File: src/rbmc_pkg.sv
`timescale 1ns / 1ps

package rbmc_pkg;

   localparam int TIME_WIDTH_DEF = 32;

   localparam int NOW_WIDTH      = 32;
   localparam int BAT_WIDTH      = 7;
   localparam int REPORT_WIDTH   = 27;
   localparam int SOS_WIDTH      = 22;
   localparam int CSR_IDX_WIDTH  = 2;
   localparam int CSR_DATA_WIDTH = 27;

   localparam logic [CSR_IDX_WIDTH-1:0] CSR_REPORT_INTERVAL = 2'd0;
   localparam logic [CSR_IDX_WIDTH-1:0] CSR_SOS_INTERVAL    = 2'd1;
   localparam logic [CSR_IDX_WIDTH-1:0] CSR_LOW_BATTERY     = 2'd2;

   localparam logic [REPORT_WIDTH-1:0] DEF_REPORT_INTERVAL = 27'd300000;
   localparam logic [SOS_WIDTH-1:0]    DEF_SOS_INTERVAL    = 22'd30000;
   localparam logic [BAT_WIDTH-1:0]    DEF_LOW_BATTERY     = 7'd15;

   localparam int FALL_HOLD_MS     = 500;
   localparam int KEY_HOLD_MS      = 2000;
   localparam int BLINK_LOCATE_MS  = 500;
   localparam int BLINK_REPORT_MS  = 125;
   localparam int BLINK_SOS_MS     = 200;
   localparam int BLINK_LOWBAT_MS  = 1000;

   localparam logic [BAT_WIDTH-1:0] BAT_HIGH = 7'd50;
   localparam logic [BAT_WIDTH-1:0] BAT_MID  = 7'd20;

   // battery led phase: now mod 1000 through a reciprocal multiply
   localparam int MOD_BASE    = 1000;
   localparam int MOD_SHIFT   = 38;
   localparam int MAGIC_WIDTH = 29;
   localparam logic [MAGIC_WIDTH-1:0] MOD_MAGIC = 29'd274877906;
   localparam int QUOT_WIDTH  = NOW_WIDTH + MAGIC_WIDTH - MOD_SHIFT;
   localparam int REM_WIDTH   = 11;
   localparam logic [REM_WIDTH-1:0] PHASE_MID_MS = 11'd500;
   localparam logic [REM_WIDTH-1:0] PHASE_LOW_MS = 11'd200;

   typedef enum logic [2:0] {
      MODE_IDLE      = 3'd0,
      MODE_INIT      = 3'd1,
      MODE_LOCATING  = 3'd2,
      MODE_REPORTING = 3'd3,
      MODE_SOS       = 3'd4,
      MODE_LOWBAT    = 3'd5,
      MODE_CHARGING  = 3'd6
   } mode_type;

   typedef struct packed {
      logic [REPORT_WIDTH-1:0] report_interval;
      logic [SOS_WIDTH-1:0]    sos_interval;
      logic [BAT_WIDTH-1:0]    low_battery;
   } cfg_type;

   typedef struct packed {
      logic                 fall_detected;
      logic                 magnet_key;
      logic                 gnss_fix;
      logic                 position_valid;
      logic [BAT_WIDTH-1:0] battery_percent;
      logic                 usb_present;
   } flags_type;

   typedef struct packed {
      mode_type mode;
      logic     gnss_power;
      logic     radio_power;
      logic     led_one;
      logic     led_two;
      logic     led_three;
      logic     send_position;
      logic     sos_latched;
   } result_type;

endpackage

File: src/rbmc_csr.sv
`timescale 1ns / 1ps

module rbmc_csr (
   input  logic                                 clock,
   input  logic                                 reset,
   input  logic                                 csr_write_en,
   input  logic [rbmc_pkg::CSR_IDX_WIDTH-1:0]   csr_index,
   input  logic [rbmc_pkg::CSR_DATA_WIDTH-1:0]  csr_wdata,
   output rbmc_pkg::cfg_type                    cfg
);
   import rbmc_pkg::*;

   cfg_type cfg_ff;
   cfg_type cfg_in;

   always_comb begin
      cfg_in = cfg_ff;
      if (csr_write_en) begin
         case (csr_index)
            CSR_REPORT_INTERVAL: cfg_in.report_interval = csr_wdata[REPORT_WIDTH-1:0];
            CSR_SOS_INTERVAL:    cfg_in.sos_interval    = csr_wdata[SOS_WIDTH-1:0];
            CSR_LOW_BATTERY:     cfg_in.low_battery     = csr_wdata[BAT_WIDTH-1:0];
            default:             cfg_in = cfg_ff;
         endcase
      end
   end

   always_ff @(posedge clock) begin
      if (reset) begin
         cfg_ff.report_interval <= DEF_REPORT_INTERVAL;
         cfg_ff.sos_interval    <= DEF_SOS_INTERVAL;
         cfg_ff.low_battery     <= DEF_LOW_BATTERY;
      end else begin
         cfg_ff <= cfg_in;
      end
   end

   assign cfg = cfg_ff;

endmodule

File: src/rbmc_ingress.sv
`timescale 1ns / 1ps

module rbmc_ingress #(
   parameter int TIME_WIDTH = rbmc_pkg::TIME_WIDTH_DEF
) (
   input  logic                                clock,
   input  logic                                reset,
   input  logic                                req_valid,
   output logic                                req_ready,
   input  logic [rbmc_pkg::NOW_WIDTH-1:0]      req_now_ms,
   input  rbmc_pkg::flags_type                 req_flags,
   input  logic                                take,
   output logic                                item_valid,
   output logic [TIME_WIDTH-1:0]               item_now,
   output logic [rbmc_pkg::QUOT_WIDTH-1:0]     item_quot,
   output rbmc_pkg::flags_type                 item_flags
);
   import rbmc_pkg::*;

   localparam int EXT_WIDTH  = (TIME_WIDTH > NOW_WIDTH) ? TIME_WIDTH : NOW_WIDTH;
   localparam int PROD_WIDTH = NOW_WIDTH + MAGIC_WIDTH;

   logic                    valid_ff;
   logic                    valid_in;
   logic [TIME_WIDTH-1:0]   now_ff;
   logic [QUOT_WIDTH-1:0]   quot_ff;
   flags_type               flags_ff;

   logic [EXT_WIDTH-1:0]    now_ext;
   logic [TIME_WIDTH-1:0]   now_masked;
   logic [NOW_WIDTH-1:0]    now_phase;
   logic [PROD_WIDTH-1:0]   product;
   logic                    accept;

   assign now_ext    = EXT_WIDTH'(req_now_ms);
   assign now_masked = now_ext[TIME_WIDTH-1:0];
   assign now_phase  = NOW_WIDTH'(now_masked);
   // quotient by 1000, low by at most one; the core corrects it
   assign product    = PROD_WIDTH'(now_phase) * PROD_WIDTH'(MOD_MAGIC);

   assign req_ready = !valid_ff || take;
   assign accept    = req_valid && req_ready;
   assign valid_in  = accept || (valid_ff && !take);

   always_ff @(posedge clock) begin
      if (reset) begin
         valid_ff <= 1'b0;
      end else begin
         valid_ff <= valid_in;
      end
      if (accept) begin
         now_ff   <= now_masked;
         quot_ff  <= product[MOD_SHIFT +: QUOT_WIDTH];
         flags_ff <= req_flags;
      end
   end

   assign item_valid = valid_ff;
   assign item_now   = now_ff;
   assign item_quot  = quot_ff;
   assign item_flags = flags_ff;

endmodule

File: src/rbmc_core.sv
`timescale 1ns / 1ps

module rbmc_core #(
   parameter int TIME_WIDTH = rbmc_pkg::TIME_WIDTH_DEF
) (
   input  logic                              clock,
   input  logic                              reset,
   input  rbmc_pkg::cfg_type                 cfg,
   input  logic                              item_valid,
   input  logic [TIME_WIDTH-1:0]             item_now,
   input  logic [rbmc_pkg::QUOT_WIDTH-1:0]   item_quot,
   input  rbmc_pkg::flags_type               item_flags,
   output logic                              take,
   output logic                              rsp_valid,
   input  logic                              rsp_ready,
   output rbmc_pkg::result_type              result
);
   import rbmc_pkg::*;

   localparam int CMP_WIDTH = (TIME_WIDTH > REPORT_WIDTH) ? TIME_WIDTH : REPORT_WIDTH;

   typedef struct packed {
      mode_type              mode;
      logic [TIME_WIDTH-1:0] last_report;
      logic                  sos;
      logic [TIME_WIDTH-1:0] blink_time;
      logic                  led_one;
      logic                  led_three;
      logic [TIME_WIDTH-1:0] fall_start;
      logic                  fall_prev;
      logic [TIME_WIDTH-1:0] key_start;
      logic                  key_prev;
      logic                  key_fired;
      logic                  powered;
      logic                  gnss_power;
      logic                  radio_power;
   } state_type;

   localparam state_type STATE_RESET = '{mode: MODE_INIT, default: '0};

   state_type             state_ff;
   state_type             state_in;
   logic                  out_valid_ff;
   logic                  out_valid_in;
   result_type            result_ff;
   result_type            result_in;

   logic [TIME_WIDTH-1:0] el_fall;
   logic [TIME_WIDTH-1:0] el_key;
   logic [TIME_WIDTH-1:0] el_blink;
   logic [TIME_WIDTH-1:0] el_report;
   logic [CMP_WIDTH-1:0]  el_report_ext;
   logic [CMP_WIDTH-1:0]  interval;
   logic                  send;
   logic                  low;
   logic                  led_two;
   logic [NOW_WIDTH-1:0]  quot_scaled;
   logic [NOW_WIDTH-1:0]  rem_full;
   logic [REM_WIDTH-1:0]  rem_raw;
   logic [REM_WIDTH-1:0]  phase;
   logic                  rem_over;
   logic                  quot_odd;

   assign take         = item_valid && (!out_valid_ff || rsp_ready);
   assign out_valid_in = take || (out_valid_ff && !rsp_ready);

   // battery led phase: now mod 1000 and the parity of now / 1000
   always_comb begin
      quot_scaled = NOW_WIDTH'(item_quot) * NOW_WIDTH'(MOD_BASE);
      rem_full    = NOW_WIDTH'(item_now) - quot_scaled;
      rem_raw     = rem_full[REM_WIDTH-1:0];
      rem_over    = rem_raw >= REM_WIDTH'(MOD_BASE);
      phase       = rem_over ? rem_raw - REM_WIDTH'(MOD_BASE) : rem_raw;
      quot_odd    = item_quot[0] ^ rem_over;
      if (item_flags.battery_percent > BAT_HIGH) begin
         led_two = 1'b1;
      end else if (item_flags.battery_percent > BAT_MID) begin
         led_two = phase < PHASE_MID_MS;
      end else begin
         led_two = !quot_odd && (phase < PHASE_LOW_MS);
      end
   end

   always_comb begin
      state_in      = state_ff;
      send          = 1'b0;
      low           = item_flags.battery_percent < cfg.low_battery;
      interval      = '0;

      // fall debounce, latches sos once
      if (item_flags.fall_detected && !state_ff.fall_prev) begin
         state_in.fall_start = item_now;
      end
      el_fall = item_now - state_in.fall_start;
      if (item_flags.fall_detected && (el_fall > TIME_WIDTH'(FALL_HOLD_MS))
          && !state_in.sos) begin
         state_in.sos         = 1'b1;
         state_in.mode        = MODE_SOS;
         state_in.last_report = '0;
         state_in.gnss_power  = 1'b1;
         state_in.radio_power = 1'b1;
      end
      state_in.fall_prev = item_flags.fall_detected;

      // magnet key long press toggles power
      if (item_flags.magnet_key && !state_ff.key_prev) begin
         state_in.key_start = item_now;
         state_in.key_fired = 1'b0;
      end
      el_key = item_now - state_in.key_start;
      if (item_flags.magnet_key && !state_in.key_fired
          && (el_key > TIME_WIDTH'(KEY_HOLD_MS))) begin
         state_in.key_fired = 1'b1;
         state_in.powered   = !state_ff.powered;
         if (state_ff.powered) begin
            state_in.gnss_power  = 1'b0;
            state_in.radio_power = 1'b0;
            state_in.mode        = MODE_IDLE;
         end else begin
            state_in.mode = MODE_INIT;
         end
      end
      if (!item_flags.magnet_key) begin
         state_in.key_fired = 1'b0;
      end
      state_in.key_prev = item_flags.magnet_key;

      // status leds
      el_blink = item_now - state_ff.blink_time;
      case (state_in.mode)
         MODE_LOCATING: begin
            if (el_blink >= TIME_WIDTH'(BLINK_LOCATE_MS)) begin
               state_in.blink_time = item_now;
               state_in.led_one    = !state_ff.led_one;
            end
         end
         MODE_REPORTING: begin
            if (el_blink >= TIME_WIDTH'(BLINK_REPORT_MS)) begin
               state_in.blink_time = item_now;
               state_in.led_one    = !state_ff.led_one;
            end
         end
         MODE_SOS: begin
            if (el_blink >= TIME_WIDTH'(BLINK_SOS_MS)) begin
               state_in.blink_time = item_now;
               state_in.led_one    = !state_ff.led_one;
               state_in.led_three  = !state_ff.led_three;
            end
         end
         MODE_CHARGING: begin
            state_in.led_one = 1'b1;
         end
         MODE_LOWBAT: begin
            if (el_blink >= TIME_WIDTH'(BLINK_LOWBAT_MS)) begin
               state_in.blink_time = item_now;
            end
         end
         default: begin
            state_in.led_one   = 1'b0;
            state_in.led_three = 1'b0;
         end
      endcase

      // mode machine
      el_report     = item_now - state_in.last_report;
      el_report_ext = CMP_WIDTH'(el_report);
      case (state_in.mode)
         MODE_INIT: begin
            state_in.gnss_power = 1'b1;
            state_in.mode       = MODE_LOCATING;
         end
         MODE_LOCATING: begin
            if (item_flags.gnss_fix) begin
               state_in.radio_power = 1'b1;
               state_in.mode        = MODE_REPORTING;
            end
            if (low) begin
               state_in.mode = MODE_LOWBAT;
            end
         end
         MODE_REPORTING: begin
            interval = state_in.sos ? CMP_WIDTH'(cfg.sos_interval)
                                    : CMP_WIDTH'(cfg.report_interval);
            if (el_report_ext >= interval) begin
               send                 = item_flags.position_valid;
               state_in.last_report = item_now;
            end
            if (low) begin
               state_in.mode = MODE_LOWBAT;
            end
         end
         MODE_SOS: begin
            interval = CMP_WIDTH'(cfg.sos_interval);
            if (el_report_ext >= interval) begin
               send                 = item_flags.position_valid;
               state_in.last_report = item_now;
            end
         end
         MODE_LOWBAT: begin
            state_in.gnss_power  = 1'b0;
            state_in.radio_power = 1'b0;
            if (item_flags.usb_present) begin
               state_in.mode = MODE_CHARGING;
            end
         end
         MODE_CHARGING: begin
            if (!item_flags.usb_present) begin
               state_in.mode = MODE_INIT;
            end
         end
         default: begin
            state_in.mode = state_in.mode;
         end
      endcase

      result_in.mode          = state_in.mode;
      result_in.gnss_power    = state_in.gnss_power;
      result_in.radio_power   = state_in.radio_power;
      result_in.led_one       = state_in.led_one;
      result_in.led_two       = led_two;
      result_in.led_three     = state_in.led_three;
      result_in.send_position = send;
      result_in.sos_latched   = state_in.sos;
   end

   always_ff @(posedge clock) begin
      if (reset) begin
         state_ff     <= STATE_RESET;
         out_valid_ff <= 1'b0;
      end else begin
         out_valid_ff <= out_valid_in;
         if (take) begin
            state_ff <= state_in;
         end
      end
      if (take) begin
         result_ff <= result_in;
      end
   end

   assign rsp_valid = out_valid_ff;
   assign result    = result_ff;

endmodule

File: src/rescue_beacon_mode_controller.sv
`timescale 1ns / 1ps

// channel   | ports   | handshake    | moves
// ----------+---------+--------------+--------------------------------------
// request   | req_*   | valid/ready  | one poll: time and sampled signals
// response  | rsp_*   | valid/ready  | mode, power, leds, send strobe, sos
// csr       | csr_*   | write enable | interval and battery threshold writes
//
// one transaction per cycle sustained while rsp_ready stays high; a poll passes
// the input register, then the result register, before its response is valid.
// the reciprocal multiply for now / 1000 sits before the input register; the
// core multiplies back by the constant 1000 and corrects the quotient for the
// battery led phase. all state updates in one pass ahead of the result register.
// a stalled response holds and one more poll waits in the input register.
// synchronous reset puts the mode machine in init and the intervals to defaults.

module rescue_beacon_mode_controller #(
   parameter int TIME_WIDTH = rbmc_pkg::TIME_WIDTH_DEF
) (
   input  logic                                clock,
   input  logic                                reset,
   input  logic                                req_valid,
   output logic                                req_ready,
   input  logic [rbmc_pkg::NOW_WIDTH-1:0]      req_now_ms,
   input  logic                                req_fall_detected,
   input  logic                                req_magnet_key,
   input  logic                                req_gnss_fix,
   input  logic                                req_position_valid,
   input  logic [rbmc_pkg::BAT_WIDTH-1:0]      req_battery_percent,
   input  logic                                req_usb_present,
   output logic                                rsp_valid,
   input  logic                                rsp_ready,
   output logic [2:0]                          rsp_mode,
   output logic                                rsp_gnss_power,
   output logic                                rsp_radio_power,
   output logic                                rsp_led_one,
   output logic                                rsp_led_two,
   output logic                                rsp_led_three,
   output logic                                rsp_send_position,
   output logic                                rsp_sos_latched,
   input  logic                                csr_write_en,
   input  logic [rbmc_pkg::CSR_IDX_WIDTH-1:0]  csr_index,
   input  logic [rbmc_pkg::CSR_DATA_WIDTH-1:0] csr_wdata
);
   import rbmc_pkg::*;

   cfg_type               cfg;
   flags_type             req_flags;
   logic                  take;
   logic                  item_valid;
   logic [TIME_WIDTH-1:0] item_now;
   logic [QUOT_WIDTH-1:0] item_quot;
   flags_type             item_flags;
   result_type            result;

   assign req_flags.fall_detected   = req_fall_detected;
   assign req_flags.magnet_key      = req_magnet_key;
   assign req_flags.gnss_fix        = req_gnss_fix;
   assign req_flags.position_valid  = req_position_valid;
   assign req_flags.battery_percent = req_battery_percent;
   assign req_flags.usb_present     = req_usb_present;

   rbmc_csr u_csr (
      .clock        (clock),
      .reset        (reset),
      .csr_write_en (csr_write_en),
      .csr_index    (csr_index),
      .csr_wdata    (csr_wdata),
      .cfg          (cfg)
   );

   rbmc_ingress #(
      .TIME_WIDTH (TIME_WIDTH)
   ) u_ingress (
      .clock      (clock),
      .reset      (reset),
      .req_valid  (req_valid),
      .req_ready  (req_ready),
      .req_now_ms (req_now_ms),
      .req_flags  (req_flags),
      .take       (take),
      .item_valid (item_valid),
      .item_now   (item_now),
      .item_quot  (item_quot),
      .item_flags (item_flags)
   );

   rbmc_core #(
      .TIME_WIDTH (TIME_WIDTH)
   ) u_core (
      .clock      (clock),
      .reset      (reset),
      .cfg        (cfg),
      .item_valid (item_valid),
      .item_now   (item_now),
      .item_quot  (item_quot),
      .item_flags (item_flags),
      .take       (take),
      .rsp_valid  (rsp_valid),
      .rsp_ready  (rsp_ready),
      .result     (result)
   );

   assign rsp_mode          = result.mode;
   assign rsp_gnss_power    = result.gnss_power;
   assign rsp_radio_power   = result.radio_power;
   assign rsp_led_one       = result.led_one;
   assign rsp_led_two       = result.led_two;
   assign rsp_led_three     = result.led_three;
   assign rsp_send_position = result.send_position;
   assign rsp_sos_latched   = result.sos_latched;

endmodule

File: config.mk
export PLATFORM = sky130hd
export DESIGN_NAME = rescue_beacon_mode_controller
export DESIGN_NICKNAME = d
export VERILOG_FILES = /design/src/rbmc_pkg.sv /design/src/rbmc_csr.sv /design/src/rbmc_ingress.sv /design/src/rbmc_core.sv /design/src/rescue_beacon_mode_controller.sv
export SDC_FILE = /design/constraint.sdc
export NUM_CORES = 2
export LEC_CHECK = 0
export ABC_AREA = 1
export BUFFER_PORTS_ARGS = -buffer_cell sky130_fd_sc_hd__buf_2
export CORE_ASPECT_RATIO = 0.6
export CORE_MARGIN = 5
export CORE_UTILIZATION = 65
export DETAILED_ROUTE_END_ITERATION = 6
export PLACE_DENSITY = 0.89
export SLEW_MARGIN = 15
export SYNTH_ARGS = -nofsm -noshare
export SYNTH_HDL_FRONTEND = slang
export SYNTH_HIERARCHICAL = 1
export SYNTH_SLANG_ARGS = --single-unit
File: constraint.sdc
create_clock -name clock -period 8.1 [get_ports clock]
set_input_delay 1.62 -clock clock [delete_from_list [all_inputs] [get_ports clock]]
set_output_delay 1.62 -clock clock [all_outputs]
set_load 0.005 [all_outputs]
== After elaboration in Yosys (flattened, before gate mapping) ==
Index checks and enable logic that the tools add are counted.

* Add/sub/neg operators: 6
* $mul: 2
* Divide/modulo/power cells: 0
* Order comparisons: 14
* Equality and inequality tests: 12
* Shift operators: 0
* Muxes and demuxes: 35
* Bitwise operators: 1
* Reductions and logical operators: 35

{| class="wikitable"
|+ Operator list
! operator !! count
|-
| $mux W32 || 5
|-
| $pmux W32 S4 || 1
|-
| $sub A32 B32 Y32 || 4
|-
| $mux W33 || 2
|-
| $pmux W32 S2 || 1
|-
| $mul A32 B28 Y60 const B || 1
|-
| $mux W36 || 1
|-
| $mux W34 || 1
|-
| $ge A32 B10 Y1 const B || 1
|-
| $ge A32 B22 Y1 || 1
|-
| $ge A32 B32 Y1 || 1
|-
| $ge A32 B7 Y1 const B || 1
|-
| $ge A32 B8 Y1 const B || 1
|-
| $ge A32 B9 Y1 const B || 1
|-
| $gt A32 B11 Y1 const B || 1
|-
| $gt A32 B9 Y1 const B || 1
|-
| $mux W27 || 1
|-
| $mul A23 B7 Y8 const B || 1
|-
| $mux W3 || 6
|-
| $pmux W3 S5 || 1
|-
| $logic_not A1 Y1 || 12
|-
| $ge A11 B10 Y1 const B || 1
|-
| $logic_and A1 B1 Y1 || 11
|-
| $lt A11 B8 Y1 const B || 1
|-
| other kinds (25) || 47
|}

* Bits in registers: 275
* Bits in latches: 0
* Bits in writable memories: 0
* ROM bits: 0
* Bits of input ports: 78
* Output and inout port bits: 12
* Word-level logic and storage cells: 140
* Memories: 0

== Longest topological paths before layout ==
* Depth after elaboration: 12
* Gate-level depth with buffers: 60

== By module ==
Netlist, hierarchy kept.

{| class="wikitable"
|+ Modules (own cells, without submodules)
! module !! instances !! cells an instance !! area each (µm²)
|-
| rbmc_core || 1 || 2725 || 17350.4
|-
| rbmc_ingress || 1 || 1928 || 16987.5
|-
| rbmc_csr || 1 || 328 || 2363.5
|}

== Worst setup path before layout ==
OpenSTA, ideal clock, no wires.

* Kind: reg2reg
* Start: register u_ingress.flags_ff, in the netlist u_ingress/item_flags[11]
* End: register u_core/state_ff[127] (netlist name)
* Library setup time: 113 ps
* Arrival time: 6929 ps
* Setup slack: 1058 ps
* Cell stages (with the launch flop): 45
* Cells stage by stage: edfxtp_1 -> nand2_2 -> buf_6 -> clkbuf_1 -> mux2i_1 -> ha_1 -> a21oi_1 -> o21ai_0 -> a21oi_1 -> nor2_1 -> a211oi_1 -> nand3b_1 -> nand2_1 -> nand2_1 -> nor2_1 -> nand3_2 -> nand3_2 -> buf_6 -> [... 9 more ...] -> a21oi_1 -> o21ai_0 -> a21oi_1 -> o31ai_1 -> xor2_1 -> ha_1 -> nand4_1 -> o221a_2 -> nand2_1 -> nand3_1 -> o21a_1 -> nand3_1 -> nand2_1 -> nand2_2 -> buf_2 -> nor2_1 -> o21ai_1 -> inv_1

* Longest elaborated chain between the ends: 11

{| class="wikitable"
|+ Ends and longest elaborated chain
! element !! line !! RTL
|-
| start, declared || rbmc_ingress.sv:27 || <nowiki>flags_type flags_ff;</nowiki>
|-
| start signal, assigned || rbmc_ingress.sv:54 || <nowiki>flags_ff <= req_flags;</nowiki>
|-
| $logic_and A1 B1 Y1 || rbmc_core.sv:91 || <nowiki>if (item_flags.fall_detected && !state_ff.fall_prev) begin</nowiki>
|-
| $mux W32 || rbmc_core.sv:91 ||
|-
| $sub A32 B32 Y32 || rbmc_core.sv:94 || <nowiki>el_fall = item_now - state_in.fall_start;</nowiki>
|-
| $gt A32 B9 Y1 || rbmc_core.sv:95 || <nowiki>if (item_flags.fall_detected && (el_fall > TIME_WIDTH'(FALL_HOLD_MS))</nowiki>
|-
| $logic_and A1 B1 Y1 * || rbmc_core.sv:95 ||
|-
| $logic_and A1 B1 Y1 * || rbmc_core.sv:96 || <nowiki>&& !state_in.sos) begin</nowiki>
|-
| $mux W36 * || rbmc_core.sv:95 ||
|-
| $sub A32 B32 Y32 / $mux W27 (equally long branches) || rbmc_core.sv:165, rbmc_core.sv:182 ||
|-
| $ge A32 B22 Y1 / $ge A32 B32 Y1 (equally long branches) || rbmc_core.sv:194, rbmc_core.sv:184 ||
|-
| $mux W32 (on tied branches) || rbmc_core.sv:194, rbmc_core.sv:184 ||
|-
| $pmux W32 S2 * || rbmc_core.sv:167 || <nowiki>case (state_in.mode)</nowiki>
|-
| end signal, assigned || rbmc_core.sv:233 || <nowiki>state_ff <= state_in;</nowiki>
|-
| end, declared || rbmc_core.sv:41 || <nowiki>state_type state_ff;</nowiki>
|}

Every way passes the cells marked *; elsewhere a longest branch is shown, timed or not.
A chain may end at the register's enable or synchronous reset.

== Worst setup path after layout ==
* Start: register u_ingress.flags_ff, in the netlist u_ingress/item_flags[11]
* End: register u_core/state_ff[105] (netlist name)

The elaborated chain is that of the path after synthesis.

==> impl_summary.md <==
Die
For this design the top-level I/O count stands at 90. After floorplanning, the core was sized to cover 51100 um^2. For this configuration, the core starts out at a cell density of 0.659. The floorplan step set the die width to around 300 um. The die area is ~57000 um^2.

The initialized floorplan defines 64 standard-cell rows. The chip height is 186 um.

Critical path
In this design, the stage delay of the slowest critical-path cell is between 0.4 and 0.5 ns. The most frequent cell on the critical path is sky130_fd_sc_hd__nand2_1. The terminus of the critical flop-to-flop path is u_core/state_ff[105]. The cell family contributing the most delay on the critical path is simple AND/OR/NAND/NOR gates. STA classifies the critical path startpoint as a flip-flop.

The number of cell instances on the worst register-to-register path is 43. The startpoint identified for the worst register-to-register timing path is u_ingress/item_flags[11]. For the worst setup path, the data required time is 8.58 ns. The startpoint-to-endpoint class of the critical path is flip-flop to flip-flop.

The largest individual stage delay along the critical path comes from the cell sky130_fd_sc_hd__edfxtp_1. The arrival time of data at the critical path endpoint is approximately 8.1 ns. In this run the worst path has a maximum fanout of between 40 and 50. The most critical setup path has its startpoint at u_ingress/item_flags[11]. For flop-to-flop paths, the worst setup slack is approximately 0.53 ns. The capturing element type of the critical path is a flip-flop. The critical path buffer and inverter count is 4.

Detailed routing
The first detailed-routing pass ran for 7 iterations. The final antenna-violating net count is 0. After detailed routing, the number of remaining DRC violations is 0. In the routed layout, each cell is associated on average with a via count of about 5.9. For this block, the via count after detailed routing is 31.2k.

The post-detailed-routing wire length is around 100 mm. Dividing the detail-routed wire length by the instance count gives around 19 um. The first routing iteration left slightly below 4k violations.

Global routing
For this run, global-route usage on met3 was measured as 0.116. For this run, global-route usage on met1 was measured as 0.504. The via count of the first global-routing pass is between 20k and 30k. The initial antenna violation count is 0. Entering global routing, the biggest net connects ~90 pins.

In the global route stage, overall resource usage came out at 0.348. The routing usage on met2 is 0.496. The total overflow left after global routing is 0. The most used routing layer in global routing is met1. The wire length of the first global-routing pass is roughly 160 mm.

STA
The final count of negative-setup-slack endpoints is 0. For the pin with the worst max-slew slack, the measured transition is between 1 and 1.5 ns. Setup total negative slack on the finished layout was measured at 0 ns. The setup skew after layout is ~0.013 ns. Across all hold checks on the routed design, the worst slack comes to approximately 0.46 ns. The number of max-slew violations in the final report is 0.

The total count of hold-check failures in the final report is 0. The headroom to the max-slew limit is 0.307. For the finished layout, the period the worst path requires is between 7 and 8 ns.

Static timing analysis puts the maximum clock frequency at approximately 130 MHz. The post-route clock period utilization is 0.935.

Cells and area
In the layout the commonest cells are 934 x sky130_fd_sc_hd__inv_1, 834 x sky130_fd_sc_hd__nand2_1, 486 x sky130_fd_sc_hd__ha_1, 345 x sky130_fd_sc_hd__nor2_1, 317 x sky130_fd_sc_hd__a21oi_1. The number of antenna cells inserted is 0. Of the cells placed in the final design, the portion with a size suffix greater than 1 is 0.0665. The number of nets in the layout is ~5.4k. The multi-input combinational cells in the finished layout cover a total of between 20000 and 25000 um^2. After filler insertion, the fill cell instance count of the layout stands at between 3k and 4k. After routing the design area is between 30000 and 40000 um^2. The combined flip-flop and latch cell area is 5830 um^2. Relative to the synthesized area, the layout overhead comes to 6.50%.

Leaving out fill and tap cells, the most frequent cell in the layout is sky130_fd_sc_hd__inv_1.

Clock tree
The clock net in this run drives a total of 260 sinks. The cts-stage hold buffer count is 0. The clock latency at the later pin of the worst-skew pair is roughly 0.6 ns. TritonCTS built the clock tree. The clock transition at the registers of the reported paths is about 0.070 ns. The largest buffer count on any clock path is 3.

The root buffer cell chosen for the clock tree is sky130_fd_sc_hd__clkbuf_16. The clock buffer count from CTS is 27. The count of H-tree levels built during CTS is 1.

Synthesis
The Yosys step of the flow raised 6 warnings. The cell area after synthesis is roughly 34000 um^2. When the netlist entered floorplanning its net count stood at about 5.4k. The number of cells produced by synthesis is about 4.5k. The per-instance average area after synthesis is about 7.4 um^2.

Placement
In this run the cell area measured after placement is 34800 um^2. Input and output buffers added on the ports amount to 89. The congestion estimate from routability-driven global placement came to roughly 1.0. The placed wire-length estimate after detailed placement is 81.3 mm.

Hold path
The cell depth of the worst min-delay path is 2. The worst hold path begins at u_csr/cfg[38]. In this run the worst hold path is classified as flip-flop to flip-flop. The path with the worst hold slack has its endpoint at u_csr/cfg[38].

Status
The flow ran to the end, and the final reports show no timing, DRC or antenna violations.

Flow run
Across the run, the number of max-cap violations was 0.
==> repair_timing <==
| action | 4_1_cts | 5_1_grt |
|---|---|---|
| resized for setup | 0 | 28 |
| setup buffers | 0 | 9 |
| setup endpoints to repair | 0 | 33 |
==> layer usage <==
metal	vias up	part of all wire
met2	1826	0.40
met4	2	0.033
met1	14500	0.43
met3	284	0.14
met5	-	0.00075
li1	14600	-
==> flip-flops by register name (all words and copies together) (netlist names) <==
signal	flops
u_ingress/item_flags	12
u_ingress/item_quot	8
u_ingress/item_now	32
u_core/result	10
u_ingress/item_valid	1
u_csr/cfg	56
u_core/state_ff	140
u_core/rsp_valid	1
==> per-stage QoR <==
stage / std cells / util / setup slack (ns)
after CTS: 5318 / 0.699 / 0.0260
after global placement: 5269 / 0.681 / 0.400
final: 5327 / 0.702 / 0.529
after floorplan: 4546 / - / 1.06
after global routing: 5327 / 0.702 / -0.0477
after detailed placement: 5269 / 0.681 / 0.0363
==> final cells by class <==
type,instances,share of cell area
clock buffers,37,0.0222
clock inverters,12,0.00321
inverters,948,0.0994
multi-input cells,3237,0.664
flip-flops and latches,260,0.162
well taps,693,0.0242
repair buffers,140,0.0242
==> worst min-delay path: stages, from the launching register on <==
cell	delay, ns
sky130_fd_sc_hd__dfxtp_1	0.33
sky130_fd_sc_hd__nand2_1	0.05
sky130_fd_sc_hd__nand3_1	0.05
==> worst max-delay path by stage <==
stage,to,slack [ns],cells past startpoint
after floorplan,u_core/state_ff[127],1.06,44
after global placement,u_core/state_ff[105],0.40,51
after global routing,u_core/state_ff[113],-0.05,43
after CTS,u_core/state_ff[105],0.03,52
after detailed placement,u_core/state_ff[105],0.04,52
final,u_core/state_ff[105],0.53,43
Power is not shown: default switching activity piles up to over one toggle a cycle in this logic, so the estimate is an artifact.
